==> config.mk <==
export PLATFORM = sky130hd
export DESIGN_NAME = roi_crop_nearest_downscaler_unit
export DESIGN_NICKNAME = d
export VERILOG_FILES = /design/src/rtl/rcnd_pkg.sv /design/src/rtl/rcnd_div.sv /design/src/rtl/rcnd_front.sv /design/src/rtl/rcnd_queue.sv /design/src/rtl/rcnd_back.sv /design/src/rtl/roi_crop_nearest_downscaler_unit.sv
export SDC_FILE = /design/constraint.sdc
export NUM_CORES = 1
export LEC_CHECK = 0
export ABC_AREA = 1
export BUFFER_PORTS_ARGS = -buffer_cell sky130_fd_sc_hd__buf_2
export CAP_MARGIN = 20
export CORE_MARGIN = 3
export CORE_UTILIZATION = 50
export DETAILED_ROUTE_END_ITERATION = 16
export HOLD_SLACK_MARGIN = 0.12
export PLACE_DENSITY_LB_ADDON = 0.12
export SETUP_SLACK_MARGIN = 0.1
export SYNTH_ARGS = -nofsm -noshare
export SYNTH_HDL_FRONTEND = slang
export SYNTH_SLANG_ARGS = --single-unit
==> constraint.sdc <==
create_clock -name clk -period 11.25 [get_ports clk]
set_clock_uncertainty 0.2 [all_clocks]
set_input_delay 1.6875 -clock clk [delete_from_list [all_inputs] [get_ports clk]]
set_output_delay 1.6875 -clock clk [all_outputs]
set_load 0.02 [all_outputs]
==> src/rtl/rcnd_pkg.sv <==
// shared types, register codes and constants of the roi crop and nearest downscaler
package rcnd_pkg;

  localparam int DIM_W       = 13;
  localparam int POS_W       = 12;
  localparam int TGT_W       = 14;
  localparam int CFG_INDEX_W = 3;
  localparam int CFG_DATA_W  = 13;
  localparam int DIV_CNT_W   = $clog2(DIM_W + 1);

  localparam logic [16:0] MAX_DIMENSION = 17'd4096;

  localparam logic [CFG_INDEX_W-1:0] REG_SOURCE_WIDTH  = 3'd0;
  localparam logic [CFG_INDEX_W-1:0] REG_SOURCE_HEIGHT = 3'd1;
  localparam logic [CFG_INDEX_W-1:0] REG_REGION_LEFT   = 3'd2;
  localparam logic [CFG_INDEX_W-1:0] REG_REGION_TOP    = 3'd3;
  localparam logic [CFG_INDEX_W-1:0] REG_REGION_WIDTH  = 3'd4;
  localparam logic [CFG_INDEX_W-1:0] REG_REGION_HEIGHT = 3'd5;
  localparam logic [CFG_INDEX_W-1:0] REG_OUTPUT_WIDTH  = 3'd6;
  localparam logic [CFG_INDEX_W-1:0] REG_OUTPUT_HEIGHT = 3'd7;

  typedef struct packed {
    logic [7:0] gray_in;
    logic       frame_begin;
  } in_t;

  typedef struct packed {
    logic [7:0]       gray_out;
    logic [POS_W-1:0] out_column;
    logic [POS_W-1:0] out_row;
    logic             frame_last;
  } out_t;

  typedef struct packed {
    logic [DIM_W-1:0] source_width;
    logic [DIM_W-1:0] source_height;
    logic [POS_W-1:0] region_left;
    logic [POS_W-1:0] region_top;
    logic [DIM_W-1:0] region_width;
    logic [DIM_W-1:0] region_height;
    logic [DIM_W-1:0] output_width;
    logic [DIM_W-1:0] output_height;
  } cfg_t;

  typedef struct packed {
    logic [DIM_W-1:0] col_quo;
    logic [DIM_W-1:0] col_rem;
    logic [DIM_W-1:0] row_quo;
    logic [DIM_W-1:0] row_rem;
  } step_t;

  typedef struct packed {
    logic [7:0]       gray;
    logic [DIM_W-1:0] col;
    logic [DIM_W-1:0] row;
  } q_entry_t;

endpackage

==> src/rtl/rcnd_div.sv <==
// restoring divider, one quotient bit per cycle
module rcnd_div (
  input  logic                      clk,
  input  logic                      rst,
  input  logic                      start,
  input  logic [rcnd_pkg::DIM_W-1:0] dividend,
  input  logic [rcnd_pkg::DIM_W-1:0] divisor,
  output logic                      busy,
  output logic [rcnd_pkg::DIM_W-1:0] quotient,
  output logic [rcnd_pkg::DIM_W-1:0] remainder
);

  logic [rcnd_pkg::DIM_W-1:0]     rem_acc;
  logic [rcnd_pkg::DIM_W-1:0]     quo;
  logic [rcnd_pkg::DIV_CNT_W-1:0] count;
  logic [rcnd_pkg::DIM_W:0]       trial;
  logic                           fits;

  assign trial = {rem_acc, quo[rcnd_pkg::DIM_W-1]};
  assign fits  = trial >= {1'b0, divisor};

  always_ff @(posedge clk) begin
    if (rst) begin
      busy  <= 1'b0;
      count <= '0;
    end else if (start) begin
      busy  <= 1'b1;
      count <= rcnd_pkg::DIV_CNT_W'(rcnd_pkg::DIM_W);
    end else if (busy) begin
      count <= count - 1'b1;
      if (count == rcnd_pkg::DIV_CNT_W'(1)) begin
        busy <= 1'b0;
      end
    end
  end

  always_ff @(posedge clk) begin
    if (start) begin
      rem_acc <= '0;
      quo     <= dividend;
    end else if (busy) begin
      rem_acc <= fits ? rcnd_pkg::DIM_W'(trial - {1'b0, divisor})
                      : trial[rcnd_pkg::DIM_W-1:0];
      quo     <= {quo[rcnd_pkg::DIM_W-2:0], fits};
    end
  end

  assign quotient  = quo;
  assign remainder = rem_acc;

endmodule

==> src/rtl/rcnd_front.sv <==
// front end: source counters, target stepping and pixel selection
module rcnd_front (
  input  logic               clk,
  input  logic               rst,
  input  logic               in_valid,
  output logic               in_ready,
  input  rcnd_pkg::in_t      in_data,
  input  rcnd_pkg::cfg_t     cfg,
  input  rcnd_pkg::step_t    step,
  input  logic               cfg_ok,
  input  logic               hold,
  input  logic               q_ready,
  output logic               push,
  output rcnd_pkg::q_entry_t push_entry
);

  localparam int DW = rcnd_pkg::DIM_W;
  localparam int TW = rcnd_pkg::TGT_W;

  logic [DW-1:0] src_col, src_row, next_col, next_row, col_rem, row_rem;
  logic [TW-1:0] tgt_col, tgt_row;
  logic          frame_ok;

  logic [DW-1:0] e_src_col, e_src_row, e_next_col, e_next_row, e_col_rem, e_row_rem;
  logic [TW-1:0] e_tgt_col, e_tgt_row;
  logic          e_frame_ok;

  logic [DW-1:0] src_col_next, src_row_next, next_col_next, next_row_next;
  logic [DW-1:0] col_rem_next, row_rem_next;
  logic [TW-1:0] tgt_col_next, tgt_row_next;

  logic          accept, begin_f, active, row_hit, emit, row_end, row_adv;
  logic [DW:0]   col_sum, row_sum;
  logic          col_carry, row_carry;
  logic [DW-1:0] col_rem_step, row_rem_step;
  logic [TW-1:0] tgt_col_step, tgt_row_step;

  assign in_ready = q_ready && !hold;
  assign accept   = in_valid && in_ready;
  assign begin_f  = in_data.frame_begin;

  // frame start restarts all counters before the pixel is judged
  always_comb begin
    e_src_col  = begin_f ? '0 : src_col;
    e_src_row  = begin_f ? '0 : src_row;
    e_next_col = begin_f ? '0 : next_col;
    e_next_row = begin_f ? '0 : next_row;
    e_col_rem  = begin_f ? '0 : col_rem;
    e_row_rem  = begin_f ? '0 : row_rem;
    e_tgt_col  = begin_f ? {2'b00, cfg.region_left} : tgt_col;
    e_tgt_row  = begin_f ? {2'b00, cfg.region_top} : tgt_row;
    e_frame_ok = begin_f ? cfg_ok : frame_ok;
  end

  assign active  = e_frame_ok && cfg_ok;
  assign row_hit = {1'b0, e_src_row} == e_tgt_row;
  assign emit    = active && (e_next_row < cfg.output_height) &&
                   (e_next_col < cfg.output_width) && row_hit &&
                   ({1'b0, e_src_col} == e_tgt_col);
  assign row_end = ({1'b0, e_src_col} + 14'd1) >= {1'b0, cfg.source_width};
  assign row_adv = active && (e_next_row < cfg.output_height) && row_hit;

  // quotient and remainder stepping
  assign col_sum      = {1'b0, e_col_rem} + {1'b0, step.col_rem};
  assign col_carry    = col_sum >= {1'b0, cfg.output_width};
  assign col_rem_step = col_carry ? DW'(col_sum - {1'b0, cfg.output_width}) : col_sum[DW-1:0];
  assign tgt_col_step = e_tgt_col + {1'b0, step.col_quo} + TW'(col_carry);

  assign row_sum      = {1'b0, e_row_rem} + {1'b0, step.row_rem};
  assign row_carry    = row_sum >= {1'b0, cfg.output_height};
  assign row_rem_step = row_carry ? DW'(row_sum - {1'b0, cfg.output_height}) : row_sum[DW-1:0];
  assign tgt_row_step = e_tgt_row + {1'b0, step.row_quo} + TW'(row_carry);

  always_comb begin
    src_col_next  = e_src_col;
    src_row_next  = e_src_row;
    next_col_next = e_next_col;
    next_row_next = e_next_row;
    col_rem_next  = e_col_rem;
    row_rem_next  = e_row_rem;
    tgt_col_next  = e_tgt_col;
    tgt_row_next  = e_tgt_row;
    if (emit) begin
      next_col_next = e_next_col + 1'b1;
      tgt_col_next  = tgt_col_step;
      col_rem_next  = col_rem_step;
    end
    if (row_end) begin
      if (row_adv) begin
        next_row_next = e_next_row + 1'b1;
        tgt_row_next  = tgt_row_step;
        row_rem_next  = row_rem_step;
        next_col_next = '0;
        tgt_col_next  = {2'b00, cfg.region_left};
        col_rem_next  = '0;
      end
      src_col_next = '0;
      if (e_src_row < cfg.source_height) begin
        src_row_next = e_src_row + 1'b1;
      end
    end else begin
      src_col_next = e_src_col + 1'b1;
    end
  end

  always_ff @(posedge clk) begin
    if (rst) begin
      src_col  <= '0;
      src_row  <= '0;
      next_col <= '0;
      next_row <= '0;
      col_rem  <= '0;
      row_rem  <= '0;
      tgt_col  <= '0;
      tgt_row  <= '0;
      frame_ok <= 1'b0;
    end else if (accept) begin
      src_col  <= src_col_next;
      src_row  <= src_row_next;
      next_col <= next_col_next;
      next_row <= next_row_next;
      col_rem  <= col_rem_next;
      row_rem  <= row_rem_next;
      tgt_col  <= tgt_col_next;
      tgt_row  <= tgt_row_next;
      frame_ok <= e_frame_ok;
    end
  end

  assign push            = accept && emit;
  assign push_entry.gray = in_data.gray_in;
  assign push_entry.col  = e_next_col;
  assign push_entry.row  = e_next_row;

endmodule

==> src/rtl/rcnd_queue.sv <==
// small fifo between front and back
module rcnd_queue #(
  parameter int DEPTH = 4
) (
  input  logic               clk,
  input  logic               rst,
  input  logic               push,
  input  rcnd_pkg::q_entry_t push_entry,
  output logic               space,
  input  logic               pop,
  output logic               head_valid,
  output rcnd_pkg::q_entry_t head_entry
);

  localparam int PW = (DEPTH > 1) ? $clog2(DEPTH) : 1;
  localparam int CW = $clog2(DEPTH + 1);

  rcnd_pkg::q_entry_t mem [DEPTH];
  logic [PW-1:0] wr_ptr, rd_ptr;
  logic [CW-1:0] count;
  logic          do_pop;

  assign space      = count != CW'(DEPTH);
  assign head_valid = count != '0;
  assign do_pop     = pop && head_valid;
  assign head_entry = mem[rd_ptr];

  always_ff @(posedge clk) begin
    if (push) begin
      mem[wr_ptr] <= push_entry;
    end
  end

  always_ff @(posedge clk) begin
    if (rst) begin
      wr_ptr <= '0;
      rd_ptr <= '0;
      count  <= '0;
    end else begin
      if (push) begin
        wr_ptr <= (wr_ptr == PW'(DEPTH - 1)) ? '0 : wr_ptr + 1'b1;
      end
      if (do_pop) begin
        rd_ptr <= (rd_ptr == PW'(DEPTH - 1)) ? '0 : rd_ptr + 1'b1;
      end
      if (push && !do_pop) begin
        count <= count + 1'b1;
      end else if (do_pop && !push) begin
        count <= count - 1'b1;
      end
    end
  end

endmodule

==> src/rtl/rcnd_back.sv <==
// back end: formats the selected pixel into the output register
module rcnd_back (
  input  logic               clk,
  input  logic               rst,
  input  rcnd_pkg::cfg_t     cfg,
  input  logic               head_valid,
  input  rcnd_pkg::q_entry_t head_entry,
  output logic               pop,
  output logic               out_valid,
  input  logic               out_ready,
  output rcnd_pkg::out_t     out_data
);

  logic last;

  assign pop  = head_valid && (!out_valid || out_ready);
  assign last = (({1'b0, head_entry.col} + 14'd1) == {1'b0, cfg.output_width}) &&
                (({1'b0, head_entry.row} + 14'd1) == {1'b0, cfg.output_height});

  always_ff @(posedge clk) begin
    if (rst) begin
      out_valid <= 1'b0;
    end else if (pop) begin
      out_valid <= 1'b1;
    end else if (out_ready) begin
      out_valid <= 1'b0;
    end
  end

  always_ff @(posedge clk) begin
    if (pop) begin
      out_data.gray_out   <= head_entry.gray;
      out_data.out_column <= head_entry.col[rcnd_pkg::POS_W-1:0];
      out_data.out_row    <= head_entry.row[rcnd_pkg::POS_W-1:0];
      out_data.frame_last <= last;
    end
  end

endmodule

==> src/rtl/roi_crop_nearest_downscaler_unit.sv <==
// top level of the roi crop and nearest-neighbor downscaler
//
// usage
// - in channel (in_valid/in_ready/in_data) takes one gray source pixel per request in
//   raster order; frame_begin on the first pixel restarts all counters
// - out channel (out_valid/out_ready/out_data) gives each selected pixel with its output
//   column and row; frame_last marks the pixel at the last output column and row
// - cfg channel (cfg_valid/cfg_ready/cfg_index/cfg_data) writes one register per request;
//   cfg_ready is always high
// - throughput: one pixel per clock while in_ready is high, set by the combinational
//   counter and step update in the front end
// - a selected pixel passes the queue and the output register to reach the out channel
// - every configuration write, and reset itself, starts a recompute of the column and
//   row step quotients in two bit-serial dividers; in_ready is low meanwhile
// - reset clears counters, queue and output register and loads the default region;
//   nothing is output before the first frame_begin
// - when the receiver stalls, results pile up in the queue and in_ready drops only
//   once the queue is full
module roi_crop_nearest_downscaler_unit #(
  parameter int QUEUE_DEPTH = 4
) (
  input  logic                               clk,
  input  logic                               rst,
  input  logic                               in_valid,
  output logic                               in_ready,
  input  rcnd_pkg::in_t                      in_data,
  output logic                               out_valid,
  input  logic                               out_ready,
  output rcnd_pkg::out_t                     out_data,
  input  logic                               cfg_valid,
  output logic                               cfg_ready,
  input  logic [rcnd_pkg::CFG_INDEX_W-1:0]   cfg_index,
  input  logic [rcnd_pkg::CFG_DATA_W-1:0]    cfg_data
);

  rcnd_pkg::cfg_t     cfg;
  rcnd_pkg::step_t    step;
  rcnd_pkg::q_entry_t push_entry, head_entry;

  logic cfg_write;
  logic recalc;       // high in the cycle after a write or reset: start dividers
  logic col_busy, row_busy;
  logic cfg_ok, cfg_ok_next;
  logic hold;
  logic q_space, push, pop, head_valid;

  assign cfg_ready = 1'b1;
  assign cfg_write = cfg_valid && cfg_ready;

  // configuration registers
  always_ff @(posedge clk) begin
    if (rst) begin
      cfg.source_width  <= 13'd640;
      cfg.source_height <= 13'd480;
      cfg.region_left   <= 12'd80;
      cfg.region_top    <= 12'd60;
      cfg.region_width  <= 13'd480;
      cfg.region_height <= 13'd360;
      cfg.output_width  <= 13'd320;
      cfg.output_height <= 13'd240;
    end else if (cfg_write) begin
      unique case (cfg_index)
        rcnd_pkg::REG_SOURCE_WIDTH:  cfg.source_width  <= cfg_data;
        rcnd_pkg::REG_SOURCE_HEIGHT: cfg.source_height <= cfg_data;
        rcnd_pkg::REG_REGION_LEFT:   cfg.region_left   <= cfg_data[rcnd_pkg::POS_W-1:0];
        rcnd_pkg::REG_REGION_TOP:    cfg.region_top    <= cfg_data[rcnd_pkg::POS_W-1:0];
        rcnd_pkg::REG_REGION_WIDTH:  cfg.region_width  <= cfg_data;
        rcnd_pkg::REG_REGION_HEIGHT: cfg.region_height <= cfg_data;
        rcnd_pkg::REG_OUTPUT_WIDTH:  cfg.output_width  <= cfg_data;
        rcnd_pkg::REG_OUTPUT_HEIGHT: cfg.output_height <= cfg_data;
        default: ;
      endcase
    end
  end

  // region validity, registered; settles long before the dividers finish
  always_comb begin
    cfg_ok_next =
      (cfg.source_width != '0) && ({4'b0, cfg.source_width} <= rcnd_pkg::MAX_DIMENSION) &&
      (cfg.source_height != '0) && ({4'b0, cfg.source_height} <= rcnd_pkg::MAX_DIMENSION) &&
      (cfg.region_width != '0) && (cfg.region_height != '0) &&
      (cfg.output_width != '0) && (cfg.output_height != '0) &&
      (({2'b0, cfg.region_left} + {1'b0, cfg.region_width}) <= {1'b0, cfg.source_width}) &&
      (({2'b0, cfg.region_top} + {1'b0, cfg.region_height}) <= {1'b0, cfg.source_height}) &&
      (cfg.output_width <= cfg.region_width) &&
      (cfg.output_height <= cfg.region_height);
  end

  always_ff @(posedge clk) begin
    if (rst) begin
      recalc <= 1'b1;
      cfg_ok <= 1'b0;
    end else begin
      recalc <= cfg_write;
      cfg_ok <= cfg_ok_next;
    end
  end

  // step quotients: region size over output size
  rcnd_div u_col_div (
    .clk       (clk),
    .rst       (rst),
    .start     (recalc),
    .dividend  (cfg.region_width),
    .divisor   (cfg.output_width),
    .busy      (col_busy),
    .quotient  (step.col_quo),
    .remainder (step.col_rem)
  );

  rcnd_div u_row_div (
    .clk       (clk),
    .rst       (rst),
    .start     (recalc),
    .dividend  (cfg.region_height),
    .divisor   (cfg.output_height),
    .busy      (row_busy),
    .quotient  (step.row_quo),
    .remainder (step.row_rem)
  );

  assign hold = recalc || col_busy || row_busy || cfg_write;

  rcnd_front u_front (
    .clk        (clk),
    .rst        (rst),
    .in_valid   (in_valid),
    .in_ready   (in_ready),
    .in_data    (in_data),
    .cfg        (cfg),
    .step       (step),
    .cfg_ok     (cfg_ok),
    .hold       (hold),
    .q_ready    (q_space),
    .push       (push),
    .push_entry (push_entry)
  );

  rcnd_queue #(
    .DEPTH (QUEUE_DEPTH)
  ) u_queue (
    .clk        (clk),
    .rst        (rst),
    .push       (push),
    .push_entry (push_entry),
    .space      (q_space),
    .pop        (pop),
    .head_valid (head_valid),
    .head_entry (head_entry)
  );

  rcnd_back u_back (
    .clk        (clk),
    .rst        (rst),
    .cfg        (cfg),
    .head_valid (head_valid),
    .head_entry (head_entry),
    .pop        (pop),
    .out_valid  (out_valid),
    .out_ready  (out_ready),
    .out_data   (out_data)
  );

  // no pixel taken while step quotients are being recomputed
  a_no_accept_in_recalc: assert property (@(posedge clk) disable iff (rst)
    (in_valid && in_ready) |-> !(col_busy || row_busy || recalc))
    else $error("pixel request taken during step recompute");

  // a register write blocks pixels on the following cycle
  a_write_blocks: assert property (@(posedge clk) disable iff (rst)
    cfg_write |=> !in_ready)
    else $error("in_ready high right after a configuration write");

  // both dividers run in lockstep
  a_div_lockstep: assert property (@(posedge clk) disable iff (rst)
    col_busy == row_busy)
    else $error("column and row dividers out of step");

  // output register empty after reset
  a_reset_empty: assert property (@(posedge clk)
    rst |=> !out_valid)
    else $error("out_valid set after reset");

endmodule

==> results of run 1 <==
cells in the final DEF (no fill, tap or decap), types with 9 or more instances in the layout:
master and instances:
sky130_fd_sc_hd__buf_4 22, sky130_fd_sc_hd__nor4_1 20, sky130_fd_sc_hd__clkbuf_16 51, sky130_fd_sc_hd__o21bai_1 16, sky130_fd_sc_hd__o211ai_1 50, sky130_fd_sc_hd__nor2_1 352
sky130_fd_sc_hd__fa_1 12, sky130_fd_sc_hd__o21ai_0 298, sky130_fd_sc_hd__nand4_1 69, sky130_fd_sc_hd__nand3_1 265, sky130_fd_sc_hd__inv_1 460, sky130_fd_sc_hd__o22ai_1 17
sky130_fd_sc_hd__a21o_1 15, sky130_fd_sc_hd__nor3_1 38, sky130_fd_sc_hd__ha_1 239, sky130_fd_sc_hd__o21ai_1 14, sky130_fd_sc_hd__inv_2 12, sky130_fd_sc_hd__dfxtp_1 256
sky130_fd_sc_hd__a211oi_1 9, sky130_fd_sc_hd__xor2_1 101, sky130_fd_sc_hd__or2_2 14, sky130_fd_sc_hd__edfxtp_1 195, sky130_fd_sc_hd__a21oi_1 313, sky130_fd_sc_hd__nand2_1 951
sky130_fd_sc_hd__a31oi_1 11, sky130_fd_sc_hd__xnor2_1 49, sky130_fd_sc_hd__buf_2 62
per-stage QoR:
| step | setup slack [ns] | total power (W) | hold slack (ns) | std cells | util |
|---|---|---|---|---|---|
| after floorplan | 3.52 | 0.00273 | 0.245 | 4006 | - |
| after global placement | 3.11 | 0.00307 | 0.253 | 4723 | 0.526 |
| after detailed placement | 2.97 | 0.00308 | 0.256 | 4723 | 0.526 |
| after CTS | 3.61 | 0.00485 | 0.266 | 4819 | 0.556 |
| after global routing | 2.79 | 0.00504 | 0.284 | 4819 | 0.556 |
| final | 3.49 | 0.00482 | 0.265 | 4819 | 0.556 |
kinds of logic after synthesis:
kind of cell	Yosys count
XOR/XNOR	151
AO/OA/AOI/OAI	792
other	1
flip-flops	452
buffers and inverters	607
AND/OR/NAND/NOR	1752
adder cells (fa/ha/maj)	251
worst min-delay path, stage by stage, from the launching register on:
cell and delay [ns]:
sky130_fd_sc_hd__dfxtp_1 0.31, sky130_fd_sc_hd__nand2_1 0.06, sky130_fd_sc_hd__a21oi_1 0.05
layout make-up:
class | instances | share of cell area
clock inverters | 40 | 0.0135
well taps | 765 | 0.0296
clock buffers | 56 | 0.0406
multi-input cells | 2947 | 0.507
flip-flops and latches | 452 | 0.340
repair buffers | 84 | 0.0147
inverters | 475 | 0.0551
report_power, final:
group / internal (W) / leakage, nW / total (W) / switching, W
registers: 0.00185 / 3.92 / 0.00190 / 0.0000522
clock network: 0.00102 / 0.836 / 0.00177 / 0.000749
logic: 0.000330 / 9.56 / 0.00115 / 0.000821
synthesized netlist by cell type (3+ instances only):
cell type                   instances  share of area
sky130_fd_sc_hd__o221ai_1           5         0.0015
sky130_fd_sc_hd__nor2_1           356          0.045
sky130_fd_sc_hd__nand3b_1           5         0.0013
sky130_fd_sc_hd__o21a_1             7         0.0018
sky130_fd_sc_hd__a21o_1            15         0.0038
sky130_fd_sc_hd__inv_2             12         0.0015
sky130_fd_sc_hd__o21ai_0          298          0.050
sky130_fd_sc_hd__a221oi_1           5         0.0015
sky130_fd_sc_hd__o2111ai_1          3        0.00088
sky130_fd_sc_hd__nor2_4             3         0.0011
sky130_fd_sc_hd__nand3_1          265          0.045
sky130_fd_sc_hd__nor4_1            20         0.0042
sky130_fd_sc_hd__buf_6              8         0.0030
sky130_fd_sc_hd__nand2_1          952           0.12
sky130_fd_sc_hd__ha_1             239           0.10
sky130_fd_sc_hd__clkbuf_1          74         0.0093
sky130_fd_sc_hd__xnor2_1           49          0.014
sky130_fd_sc_hd__xor2_1           101          0.030
sky130_fd_sc_hd__a21boi_0           3        0.00076
sky130_fd_sc_hd__nand3_2            3         0.0010
sky130_fd_sc_hd__edfxtp_1         195           0.20
sky130_fd_sc_hd__or2_2             14         0.0029
sky130_fd_sc_hd__nor2_2             8         0.0017
sky130_fd_sc_hd__buf_2             30         0.0050
sky130_fd_sc_hd__nor3_1            38         0.0064
sky130_fd_sc_hd__a31oi_1           11         0.0023
sky130_fd_sc_hd__fa_1              12         0.0081
sky130_fd_sc_hd__o22ai_1           17         0.0036
sky130_fd_sc_hd__o21bai_1          16         0.0040
sky130_fd_sc_hd__inv_1            461          0.058
sky130_fd_sc_hd__o211ai_1          50          0.013
sky130_fd_sc_hd__a211oi_1           9         0.0023
sky130_fd_sc_hd__nand2_2            7         0.0015
sky130_fd_sc_hd__dfxtp_1          257           0.17
sky130_fd_sc_hd__buf_1             13         0.0016
sky130_fd_sc_hd__a21oi_1          314          0.053
sky130_fd_sc_hd__nand4_1           69          0.015
sky130_fd_sc_hd__buf_4              7         0.0018
sky130_fd_sc_hd__a32o_1             6         0.0020
sky130_fd_sc_hd__o21ai_1           14         0.0024
metal layers:
metal / vias to the layer above / part of all wire / global-route usage / wire, µm
met4: 4 / 0.026 / 0.0738 / 2350
met1: 12434 / 0.45 / 0.399 / 41500
met3: 143 / 0.076 / 0.0411 / 6930
met5: - / 0.00031 / 0 / 28
li1: 13478 / - / - / -
met2: 931 / 0.45 / 0.458 / 40800
worst max-delay path by stage:
stage / start / endpoint / slack (ns) / cells past startpoint
finish: in_data[0] / u_front.tgt_col[10]$_SDFFE_PP0P_ / 3.49 / 39
global route: in_data[0] / u_front.tgt_col[10]$_SDFFE_PP0P_ / 2.79 / 37
CTS: in_data[0] / u_front.tgt_col[10]$_SDFFE_PP0P_ / 3.61 / 39
detailed placement: in_data[0] / u_front.tgt_col[10]$_SDFFE_PP0P_ / 2.97 / 39
global placement: in_data[0] / u_front.tgt_col[10]$_SDFFE_PP0P_ / 3.11 / 38
floorplan: in_data[0] / u_front.tgt_row[12]$_SDFFE_PP0P_ / 3.52 / 38
flip-flops by register name, summed over array words and instances (netlist names), 2 cells and up, named ones only:
register,cells
u_front.src_col,13
u_row_div.quotient,13
cfg,102
u_queue.count,3
u_queue.wr_ptr,2
u_col_div.quotient,13
u_front.tgt_col,14
u_front.col_rem,13
u_col_div.remainder,13
u_row_div.count,4
u_queue.rd_ptr,2
u_back.out_data,33
u_front.row_rem,13
u_front.src_row,13
u_queue.mem,136
u_front.next_row,13
u_row_div.remainder,13
u_front.tgt_row,14
u_col_div.count,4
u_front.next_col,13
==> summary.txt, run 1 <==
Placed design
  • Number of buffer cells added on primary ports: 64
  • HPWL after detailed placement: 66000 µm
  • Placed cell areas: 30600 µm²
  • Global placer's final weighted congestion: 0.938

Clock tree
  • Maximum root-to-sink buffer count: 3
  • Resized cells post-CTS: 0
  • Clock-pin slew on the worst setup and hold paths: 0.06 ns
  • Number of CTS-inserted buffers: 51
  • CTS tree: yes
  • Clock latency on the worst-skew pair: 0.62 ns
  • H-tree Lvls: 2
  • Hold bufs inserted after CTS: 0
  • Clock root buffer: sky130_fd_sc_hd__clkbuf_16
  • Setup bufs post-CTS: 0
  • Count of clock tree sinks: 452

Run
  • Number of max-cap violations: 0

Critical path
  • Data arrival time of the critical path: 8.10 ns
  • Crit path required time: 11.59 ns
  • Worst reg2reg path depth: 33
  • Capture point of the worst reg-to-reg path: u_front.tgt_row[12]$_SDFFE_PP0P_
  • Master of the slowest instance on the critical path: sky130_fd_sc_hd__buf_4
  • Critical Path Max Stage Delay: 0.61 ns
  • CP delay by family, top: simple AND/OR/NAND/NOR gates
  • Critical path class: in2reg
  • Maximum fanout encountered on the critical timing path: 57
  • Worst flop-to-flop path startpoint: u_front.row_rem[0]$_SDFFE_PP0P_
  • CP Launch Type: input port
  • Element type at the critical path end: flop
  • Flop-to-flop setup slack: 4.88 ns
  • Most prevalent standard cell on the critical path: sky130_fd_sc_hd__nand2_1
  • Total buffers and inverters traversed by the critical path: 8

Finish
  • Non-Filler Cell Area, Final: 32400 µm²
  • Antenna cells: 0
  • Multi-input gate area: 16400 µm²
  • Layout overhead on the synthesized area: 8.78%
  • Fraction of layout cells with a size suffix above 1: 0.0585
  • Total area of sequential cells: 11000 µm²
  • Number of nets in the final layout: 4292
  • Total of fill cells in the finished design: 5642

Timing
  • Number of hold-slack violations in the final timing report: 0
  • Clock period minus final worst setup slack: 7.76 ns
  • Setup repair after global routing missed its margin: false
  • Transition at the pin with the smallest max-transition slack: 1.14 ns
  • Share of the clock period used by the worst path: 0.690
  • Number of pins exceeding their max-slew limit in the final report: 0
  • Relative slew slack: 0.236
  • F_max: 129 MHz
  • Total negative slack for setup checks: 0 ns
  • Total of endpoints with negative setup slack in the final report: 0

Floorplan
  • Starting utilization of the core area: 0.511
  • Row count: 88
  • Die Width: 250 µm
  • DIE AREA: 62500 µm²
  • Core region area: 58200 µm²
  • Number of placed I/O pins: 66
  • Y dimension of the die: 250 µm

GRT
  • Maximum number of pins on one net before global-route repair: 73
  • Number of antenna violations at the first check in global routing: 2
  • Overall Global Routing Usage: 0.283
  • Total grt overflow: 0
  • Vias in the first global route: 24522
  • Wire length of the first global-routing pass: 140000 µm

Synthesis
  • XOR/XNOR share of the synthesized area: 0.0449
  • Post-synthesis simple-gate area fraction: 0.248
  • Part of the Yosys area used for sequential elements: 0.370
  • Cell count after synthesis: 4006
  • Main combinational cell family by area after synthesis: simple AND/OR/NAND/NOR gates
  • Count of different cell masters after synthesis: 67
  • EDFF count, synth: 195
  • Commonest register cell after synthesis: sky130_fd_sc_hd__dfxtp_1
  • Number of flip-flops and latches in the synthesized netlist: 452
  • Synth Area per Inst: 7.43 µm²
  • Warning count from the yosys run: 0
  • Arithmetic-cell share of the synthesized area counting full adders, half adders and majority gates: 0.109
  • Synth Net Count: 4287
  • Multiplexer area fraction after synthesis: 0
  • Post-synthesis compound-gate area fraction: 0.148
  • Post-synth design cell area: 29800 µm²
  • Ys async rst share: 0

Power
  • Power density over the cells: 149 nW/µm²
  • Leakage power of the design: 14.3 nW
  • Max VDD drop: 0.000200 V

Drt
  • Drt via density: 5.60
  • WL/cell: 19.0 µm
  • Post-route antenna net violation count: 0
  • Number of vias in the routed layout: 26990
  • Total iterations of the first detailed-routing run: 6
  • Overall routed net length: 91600 µm
  • Initial drt markers: 2267
  • Number of remaining DRC errors: 0

Worst hold path
  • Startpoint of the worst hold path: u_front.next_col[2]$_SDFFE_PP0P_
  • Number of cells traversed by the worst hold path: 2
  • Hold worst-path end: u_front.next_col[2]$_SDFFE_PP0P_
  • HP Class: reg2reg

Run status
  • Outcome: complete, no violations
(Power assumes the default switching activity.)
==> run 2, diff against run 1 <==
clock period = 6.4 ns   (was 11.25 ns; I/O delays follow)
==> run 2 against run 1 <==
Against the previous run:
- clock-buffer cell count is 10 higher
- combinational power is 76% higher
- global-route usage is 0.55 points higher
- design area is 0.68% higher
- first-iteration DRC count is 8.0% higher
- non-clock buffer count is 30 higher
- hold slack worse by 0.0018 ns
- power is 73% higher
- critical path type unchanged
- largest power group unchanged
==> summary.txt, run 2 (same netlist as run 1, synthesis figures left out) <==
Drt
  • Overall routed net length: 92300 µm (+0.68%)
  • WL/cell: 19.0 µm (+0.12%)
  • Number of vias in the routed layout: 27158 (+0.62%)
  • Drt via density: 5.60 (about the same)
  • Total iterations of the first detailed-routing run: 6 (unchanged)
  • Post-route antenna net violation count: 0 (unchanged)
  • Number of remaining DRC errors: 0 (unchanged)
  • Initial drt markers: 2448 (+8.0%)

Finish
  • Most common cell after layout, fill and taps aside: sky130_fd_sc_hd__nand2_1
  • Number of nets in the final layout: 4321 (+0.68%)
  • Total of fill cells in the finished design: 5613 (-0.51%)
  • Register with the most flip-flops: u_queue.mem
  • Post-layout instance count excluding filler cells: 4846 (+0.56%)
  • Largest registers: u_queue.mem: 136 flops, cfg: 102 flops, u_back.out_data: 33 flops
  • Most frequent cells in the layout: sky130_fd_sc_hd__nand2_1 (951), sky130_fd_sc_hd__inv_1 (460), sky130_fd_sc_hd__nor2_1 (352), sky130_fd_sc_hd__a21oi_1 (313), sky130_fd_sc_hd__o21ai_0 (295)
  • Antenna cells: 0 (unchanged)
  • Post-Route Utilization: 0.560 (+0.00380)
  • Flip-flop count of the largest register, all copies and words added: 136 (unchanged)
  • Fraction of layout cells with a size suffix above 1: 0.0622 (+0.00378)
  • Layout overhead on the synthesized area: 9.52%

Clock tree
  • Clock-pin slew on the worst setup and hold paths: 0.06 ns (about the same)
  • Number of CTS-inserted buffers: 50 (-2.0%)
  • Clock latency on the worst-skew pair: 0.62 ns (about the same)
  • Maximum root-to-sink buffer count: 3 (unchanged)
  • CTS tree: yes
  • Resized cells post-CTS: 0 (unchanged)
  • Hold bufs inserted after CTS: 0 (unchanged)
  • H-tree Lvls: 2 (unchanged)
  • Clock root buffer: sky130_fd_sc_hd__clkbuf_16
  • Count of clock tree sinks: 452 (unchanged)
  • Setup bufs post-CTS: 0 (unchanged)

Placed design
  • Number of buffer cells added on primary ports: 64 (unchanged)
  • Global placer's final weighted congestion: 0.944 (+0.69%)
  • HPWL after detailed placement: 67100 µm (+1.8%)
  • DP Cell Count: 4753 (+0.64%)

Critical path
  • Critical Path Max Stage Delay: 0.41 ns (-0.20 ns)
  • Master of the slowest instance on the critical path: sky130_fd_sc_hd__fa_1
  • Maximum fanout encountered on the critical timing path: 10 (-82%)
  • Critical path class: in2reg
  • Most prevalent standard cell on the critical path: sky130_fd_sc_hd__nand2_1
  • Data arrival time of the critical path: 5.97 ns (-2.13 ns)
  • Flop-to-flop setup slack: 0.99 ns (-3.89 ns)
  • Crit path required time: 6.74 ns (-4.85 ns)
  • CP Launch Type: input port
  • Element type at the critical path end: flop

Worst hold path
  • HP Class: reg2reg

Timing
  • F_max: 178 MHz
  • Number of pins exceeding their max-slew limit in the final report: 0 (unchanged)
  • Clock period minus final worst setup slack: 5.63 ns
  • Number of hold-slack violations in the final timing report: 0 (unchanged)
  • Transition at the pin with the smallest max-transition slack: 1.03 ns (-0.113 ns)
  • Total of endpoints with negative setup slack in the final report: 0 (unchanged)
  • Relative slew slack: 0.313 (+0.0763)
  • Share of the clock period used by the worst path: 0.880
  • Setup repair after global routing missed its margin: false
  • Total negative slack for setup checks: 0 ns (unchanged)

Floorplan
  • Number of placed I/O pins: 66 (unchanged)
  • Core region area: 58200 µm² (unchanged)
  • Row count: 88 (unchanged)
  • Die Width: 250 µm (unchanged)
  • Y dimension of the die: 250 µm (unchanged)
  • DIE AREA: 62500 µm² (unchanged)
  • Starting utilization of the core area: 0.511 (unchanged)

Power
  • Max VDD drop: 0.000242 V (+21%)
  • Leakage power of the design: 14.5 nW (+1.0%)
  • Power density over the cells: 255 nW/µm² (+72%)

GRT
  • Maximum number of pins on one net before global-route repair: 107 (+47%)
  • Vias in the first global route: 25261 (+3.0%)
  • Number of antenna violations at the first check in global routing: 0 (-2)
  • Overall Global Routing Usage: 0.289 (+0.00550)
  • Total grt overflow: 0 (unchanged)
  • Wire length of the first global-routing pass: 143000 µm (+2.1%)

Run
  • Number of max-cap violations: 0 (unchanged)

Run status
  • Outcome: complete, no violations
## run 2: cell type report
type	instances	area [µm²]	area share
tap	765	957	0.0294
inverter	475	1780	0.0547
sequential	452	11000	0.338
timing repair buffer	114	763	0.0234
multi-input combinational	2947	16400	0.504
clock buffer	66	1340	0.0412
clock inverter	27	317	0.00971
## run 2: worst paths after layout
path,endpoint,startpoint,cells after the start
max,u_front.tgt_row[12]$_SDFFE_PP0P_,in_data[0],33
min,u_front.src_row[7]$_SDFFE_PP0P_,u_front.src_row[7]$_SDFFE_PP0P_,2
min reg2reg,u_front.src_row[7]$_SDFFE_PP0P_,u_front.src_row[7]$_SDFFE_PP0P_,2
max reg2reg,u_front.tgt_row[12]$_SDFFE_PP0P_,u_front.row_rem[0]$_SDFFE_PP0P_,33
## run 2: stage by stage
stage | worst slack [ns] | hold WS (ns) | instance area [µm²] | total power, W
floorplan | 0.0492 | 0.245 | 29800 | 0.00479
global placement | 0.322 | 0.253 | 30900 | 0.00541
detailed placement | 0.188 | 0.255 | 30900 | 0.00542
CTS | 0.821 | 0.265 | 32600 | 0.00838
global route | 0.302 | 0.280 | 32600 | 0.00873
finish | 0.766 | 0.263 | 32600 | 0.00833
## run 2: routing by layer
metal  global-route usage  wire, µm
met1                0.409     41600
met3               0.0342      6720
met2                0.464     41200
met5                    0         0
met4               0.0864      2670
## run 2: power by group
group,switching [W],internal (W),total [W]
clock,0.00124,0.00172,0.00296
sequential,0.0000944,0.00325,0.00334
combinational,0.00144,0.000583,0.00202
## run 2: critical path: cells and delay by family
family / cells / cell delay (ns)
adder cells (fa/ha/maj): 5 / 1.74
AND/OR/NAND/NOR: 13 / 1.21
AO/OA/AOI/OAI: 10 / 1.58
buffers and inverters: 5 / 0.48
==> run 3, diff against run 2 <==
ABC_AREA = unset   (was 1)
PLACE_DENSITY = 0.75   (was unset)
PLACE_DENSITY_LB_ADDON = unset   (was 0.12)
==> run 3 against run 2 <==
Against the previous run:
- cell count down 21%
- maximum frequency down 7.4%
- global-route usage down 2.8 points
- hold slack worse by 0.0099 ns
- register-to-register slack worse by 0.54 ns
- core utilization up 1.4 points
- critical path depth down 2
- design area down 4.0%
- clock power up 4%
- non-clock buffer count up 40
- sequential power about the same
- combinational power down 2%
- critical endpoint is now u_front.tgt_col[8]$_SDFFE_PP0P_
==> summary.txt, run 3 <==
Timing
  • Number of hold-slack violations in the final timing report: 0 (unchanged)
  • Final worst setup slack: 0.319 ns (-0.447 ns)
  • Clock period minus final worst setup slack: 6.08 ns (+0.447 ns)
  • Worst hold slack after final layout: 0.253 ns (-0.00988 ns)
  • Share of the clock period used by the worst path: 0.950 (+0.0699)
  • Transition at the pin with the smallest max-transition slack: 1.10 ns (+0.0731 ns)
  • Total of endpoints with negative setup slack in the final report: 0 (unchanged)
  • F_max: 164 MHz (-7.4%)
  • Relative slew slack: 0.262 (-0.0501)
  • Number of pins exceeding their max-slew limit in the final report: 0 (unchanged)
  • Setup repair after global routing missed its margin: false

Placed design
  • Number of buffer cells added on primary ports: 64 (unchanged)
  • Global placer's final weighted congestion: 0.914 (-3.2%)
  • Worst setup timing slack at the placement stage: -0.527 ns (-0.715 ns)
  • DP Cell Count: 3749 (-21%)
  • Placed cell areas: 29400 µm² (-5.1%)
  • HPWL after detailed placement: 56600 µm (-16%)

Drt
  • Post-route antenna net violation count: 0 (unchanged)
  • Number of vias in the routed layout: 23517 (-13%)
  • Routed length on met3: 6960 µm (+3.6%)
  • Total iterations of the first detailed-routing run: 5 (-1)
  • Drt via density: 6.11 (+9.0%)
  • Highest metal layer with signal wires: met5
  • Initial drt markers: 2269 (-7.3%)
  • Number of remaining DRC errors: 0 (unchanged)
  • Length of routed met2 wiring: 35700 µm (-13%)
  • Overall routed net length: 79300 µm (-14%)
  • WL/cell: 20.6 µm (+8.1%)
  • Post-Route M1 WL: 33900 µm (-19%)

Clock tree
  • Clock latency on the worst-skew pair: 0.61 ns (about the same)
  • Number of CTS-inserted buffers: 49 (-2.0%)
  • Maximum root-to-sink buffer count: 3 (unchanged)
  • Clock root buffer: sky130_fd_sc_hd__clkbuf_16
  • Clock-pin slew on the worst setup and hold paths: 0.06 ns (about the same)
  • Count of clock tree sinks: 452 (unchanged)
  • H-tree Lvls: 2 (unchanged)
  • CTS tree: yes

Finish
  • Total of fill cells in the finished design: 4588 (-18%)
  • Most frequent cells in the layout: sky130_fd_sc_hd__nand2_1 (398), sky130_fd_sc_hd__dfxtp_1 (255), sky130_fd_sc_hd__ha_1 (236), sky130_fd_sc_hd__a21oi_1 (229), sky130_fd_sc_hd__edfxtp_1 (195)
  • Antenna cells: 0 (unchanged)
  • Multi-input gate area: 15900 µm² (-3.1%)
  • Non-Filler Cell Area, Final: 31300 µm² (-4.0%)
  • Total area of sequential cells: 11000 µm² (about the same)
  • Largest registers: u_queue.mem: 136 flops, cfg: 102 flops, u_back.out_data: 33 flops
  • Register with the most flip-flops: u_queue.mem
  • Post-layout instance count excluding filler cells: 3849 (-21%)
  • Flip-flop count of the largest register, all copies and words added: 136 (unchanged)
  • Most common cell after layout, fill and taps aside: sky130_fd_sc_hd__nand2_1
  • Number of nets in the final layout: 3350 (-22%)
  • Layout overhead on the synthesized area: 12.1%
  • Fraction of layout cells with a size suffix above 1: 0.125 (+0.0625)

Power
  • Net load switching power: 0.00258 W (-7.0%)
  • Proportion of power drawn by flip-flops and latches: 0.401 (about the same)
  • Post-layout total power: 0.00840 W (+0.84%)
  • Leakage power of the design: 12.1 nW (-16%)
  • Clk pwr share: 0.365 (+0.009)
  • Combinational group share of total power: 0.234 (-0.009)
  • Cell internal pwr: 0.00582 W (+4.8%)
  • Power density over the cells: 268 nW/µm² (+5.1%)
  • Sw frac: 0.307 (-0.0259)
  • Max VDD drop: 0.000255 V (+5.5%)

Critical path
  • Most prevalent standard cell on the critical path: sky130_fd_sc_hd__buf_4
  • Element type at the critical path end: flop
  • Master of the slowest instance on the critical path: sky130_fd_sc_hd__maj3_1
  • Data arrival time of the critical path: 6.38 ns (+0.41 ns)
  • Critical Path Max Stage Delay: 0.37 ns (-0.04 ns)
  • CP Launch Type: input port
  • Crit path required time: 6.70 ns (-0.04 ns)
  • Critical path class: in2reg
  • Maximum fanout encountered on the critical timing path: 4 (-6)

Synthesis
  • Synth Area per Inst: 9.29 µm² (+25%)
  • Warning count from the yosys run: 0 (unchanged)
  • Area share of the largest cell type after synthesis: 0.210 (+0.0131)
  • EDFF count, synth: 195 (unchanged)
  • Part of the Yosys area used for sequential elements: 0.394 (+0.0247)
  • Post-synth top cells: sky130_fd_sc_hd__nand2_1 (400), sky130_fd_sc_hd__dfxtp_1 (257), sky130_fd_sc_hd__ha_1 (239)
  • Post-synth design cell area: 27900 µm² (-6.3%)
  • Cell count after synthesis: 3003 (-25%)
  • Commonest register cell after synthesis: sky130_fd_sc_hd__dfxtp_1
  • Ys async rst share: 0 (unchanged)
  • Number of flip-flops and latches in the synthesized netlist: 452 (unchanged)
  • Most frequently used cell type in the post-synthesis netlist: sky130_fd_sc_hd__nand2_1
  • Main area contributors after synthesis: sky130_fd_sc_hd__edfxtp_1 (21%), sky130_fd_sc_hd__dfxtp_1 (18%), sky130_fd_sc_hd__ha_1 (11%)
  • Synth Net Count: 3284 (-23%)
  • Largest area contributor in the netlist: sky130_fd_sc_hd__edfxtp_1
  • Count of different cell masters after synthesis: 85 (+27%)

Floorplan
  • Die Width: 242 µm (-3.1%)
  • Starting utilization of the core area: 0.511 (about the same)
  • Y dimension of the die: 242 µm (-3.1%)
  • Core region area: 54600 µm² (-6.3%)
  • DIE AREA: 58700 µm² (-6.1%)
  • Number of placed I/O pins: 66 (unchanged)
  • Row count: 85 (-3.4%)

Worst hold path
  • HP Class: reg2reg

GRT
  • Number of antenna violations at the first check in global routing: 1 (+1)
  • Overall Global Routing Usage: 0.261 (-0.0283)
  • Maximum number of pins on one net before global-route repair: 101 (-5.6%)
  • Vias in the first global route: 22587 (-11%)
  • Wire length of the first global-routing pass: 124000 µm (-14%)
  • Total grt overflow: 0 (unchanged)

Run
  • Number of max-cap violations: 0 (unchanged)

Run status
  • Outcome: complete, no violations
-- run 3: cell count changes after synthesis, sizes merged, moves of 34 or more --
cell | previous run | this run
a21o | 15 | 54
xnor2 | 49 | 139
nor2 | 367 | 192
nand3 | 269 | 84
a21oi | 314 | 238
mux2 | 0 | 35
nand2 | 959 | 400
mux4 | 0 | 34
nor2b | 0 | 98
mux2i | 0 | 48
xor2 | 101 | 45
inv | 473 | 156
o21ai | 313 | 111
-- run 3: power groups by stage --
stage | clock network (W) | logic, W | registers, W
finish | 0.00307 | 0.00197 | 0.00336
global route | 0.00321 | 0.00213 | 0.00339
CTS | 0.00309 | 0.00194 | 0.00337
detailed placement | 0 | 0.00192 | 0.00343
global placement | 0 | 0.00186 | 0.00343
floorplan | 0 | 0.00135 | 0.00350
-- run 3: metrics by stage --
stage          TNS [ns]  utilization
6_report              0        0.573
2_1_floorplan     -9.92            -
3_5_place_dp      -3.01        0.538
4_1_cts               0        0.571
5_1_grt               0        0.573
3_3_place_gp      -1.44        0.538
-- run 3: final cells by class --
class / count / share of cell area
multi-input cells: 2256 / 0.509
flip-flops and latches: 452 / 0.352
clock buffers: 68 / 0.0468
repair buffers: 154 / 0.0350
well taps: 739 / 0.0296
inverters: 156 / 0.0187
clock inverters: 24 / 0.00948
-- run 3: worst max-delay path: cells and delay by family --
kind                       cells  cell delay [ns]
xor gates and xnor gates       2             0.28
AOI/OAI and AO/OA             14             2.30
buffers and inverters          5             0.61
and+or+nand+nor                4             0.45
muxes                          1             0.14
adders and majority gates      5             1.63
-- run 3: kinds of logic after synthesis --
family / synth area share
xor gates and xnor gates: 0.0578
muxes: 0.0588
adders and majority gates: 0.117
buffers and inverters: 0.0422
and+or+nand+nor: 0.175
DFF: 0.394
other: 0.000134
AOI/OAI and AO/OA: 0.155
-- run 3: metal layers --
| metal | global-route usage | vias to the layer above |
|---|---|---|
| met1 | 0.363 | 11269 |
| li1 | - | 11001 |
| met5 | 0 | - |
| met4 | 0.0923 | 2 |
| met2 | 0.416 | 1057 |
| met3 | 0.0363 | 188 |
-- run 3: final timing paths --
check,from,end,slack [ns],cells after the start
setup / recovery,in_data[0],u_front.tgt_col[8]$_SDFFE_PP0P_,0.32,31
hold / removal,u_front.next_col[1]$_SDFFE_PP0P_,u_front.next_col[1]$_SDFFE_PP0P_,0.25,2
setup reg to reg,u_front.col_rem[0]$_SDFFE_PP0P_,u_front.tgt_col[8]$_SDFFE_PP0P_,0.45,30
hold reg to reg,u_front.next_col[1]$_SDFFE_PP0P_,u_front.next_col[1]$_SDFFE_PP0P_,0.25,2
-- run 3: what timing repair did --
item	CTS	global route
setup endpoints to repair	1	13
gates resized for setup	1	22
buffers inserted	0	4
hold buffers	0	0
gates cloned	0	0
pin swaps	0	18
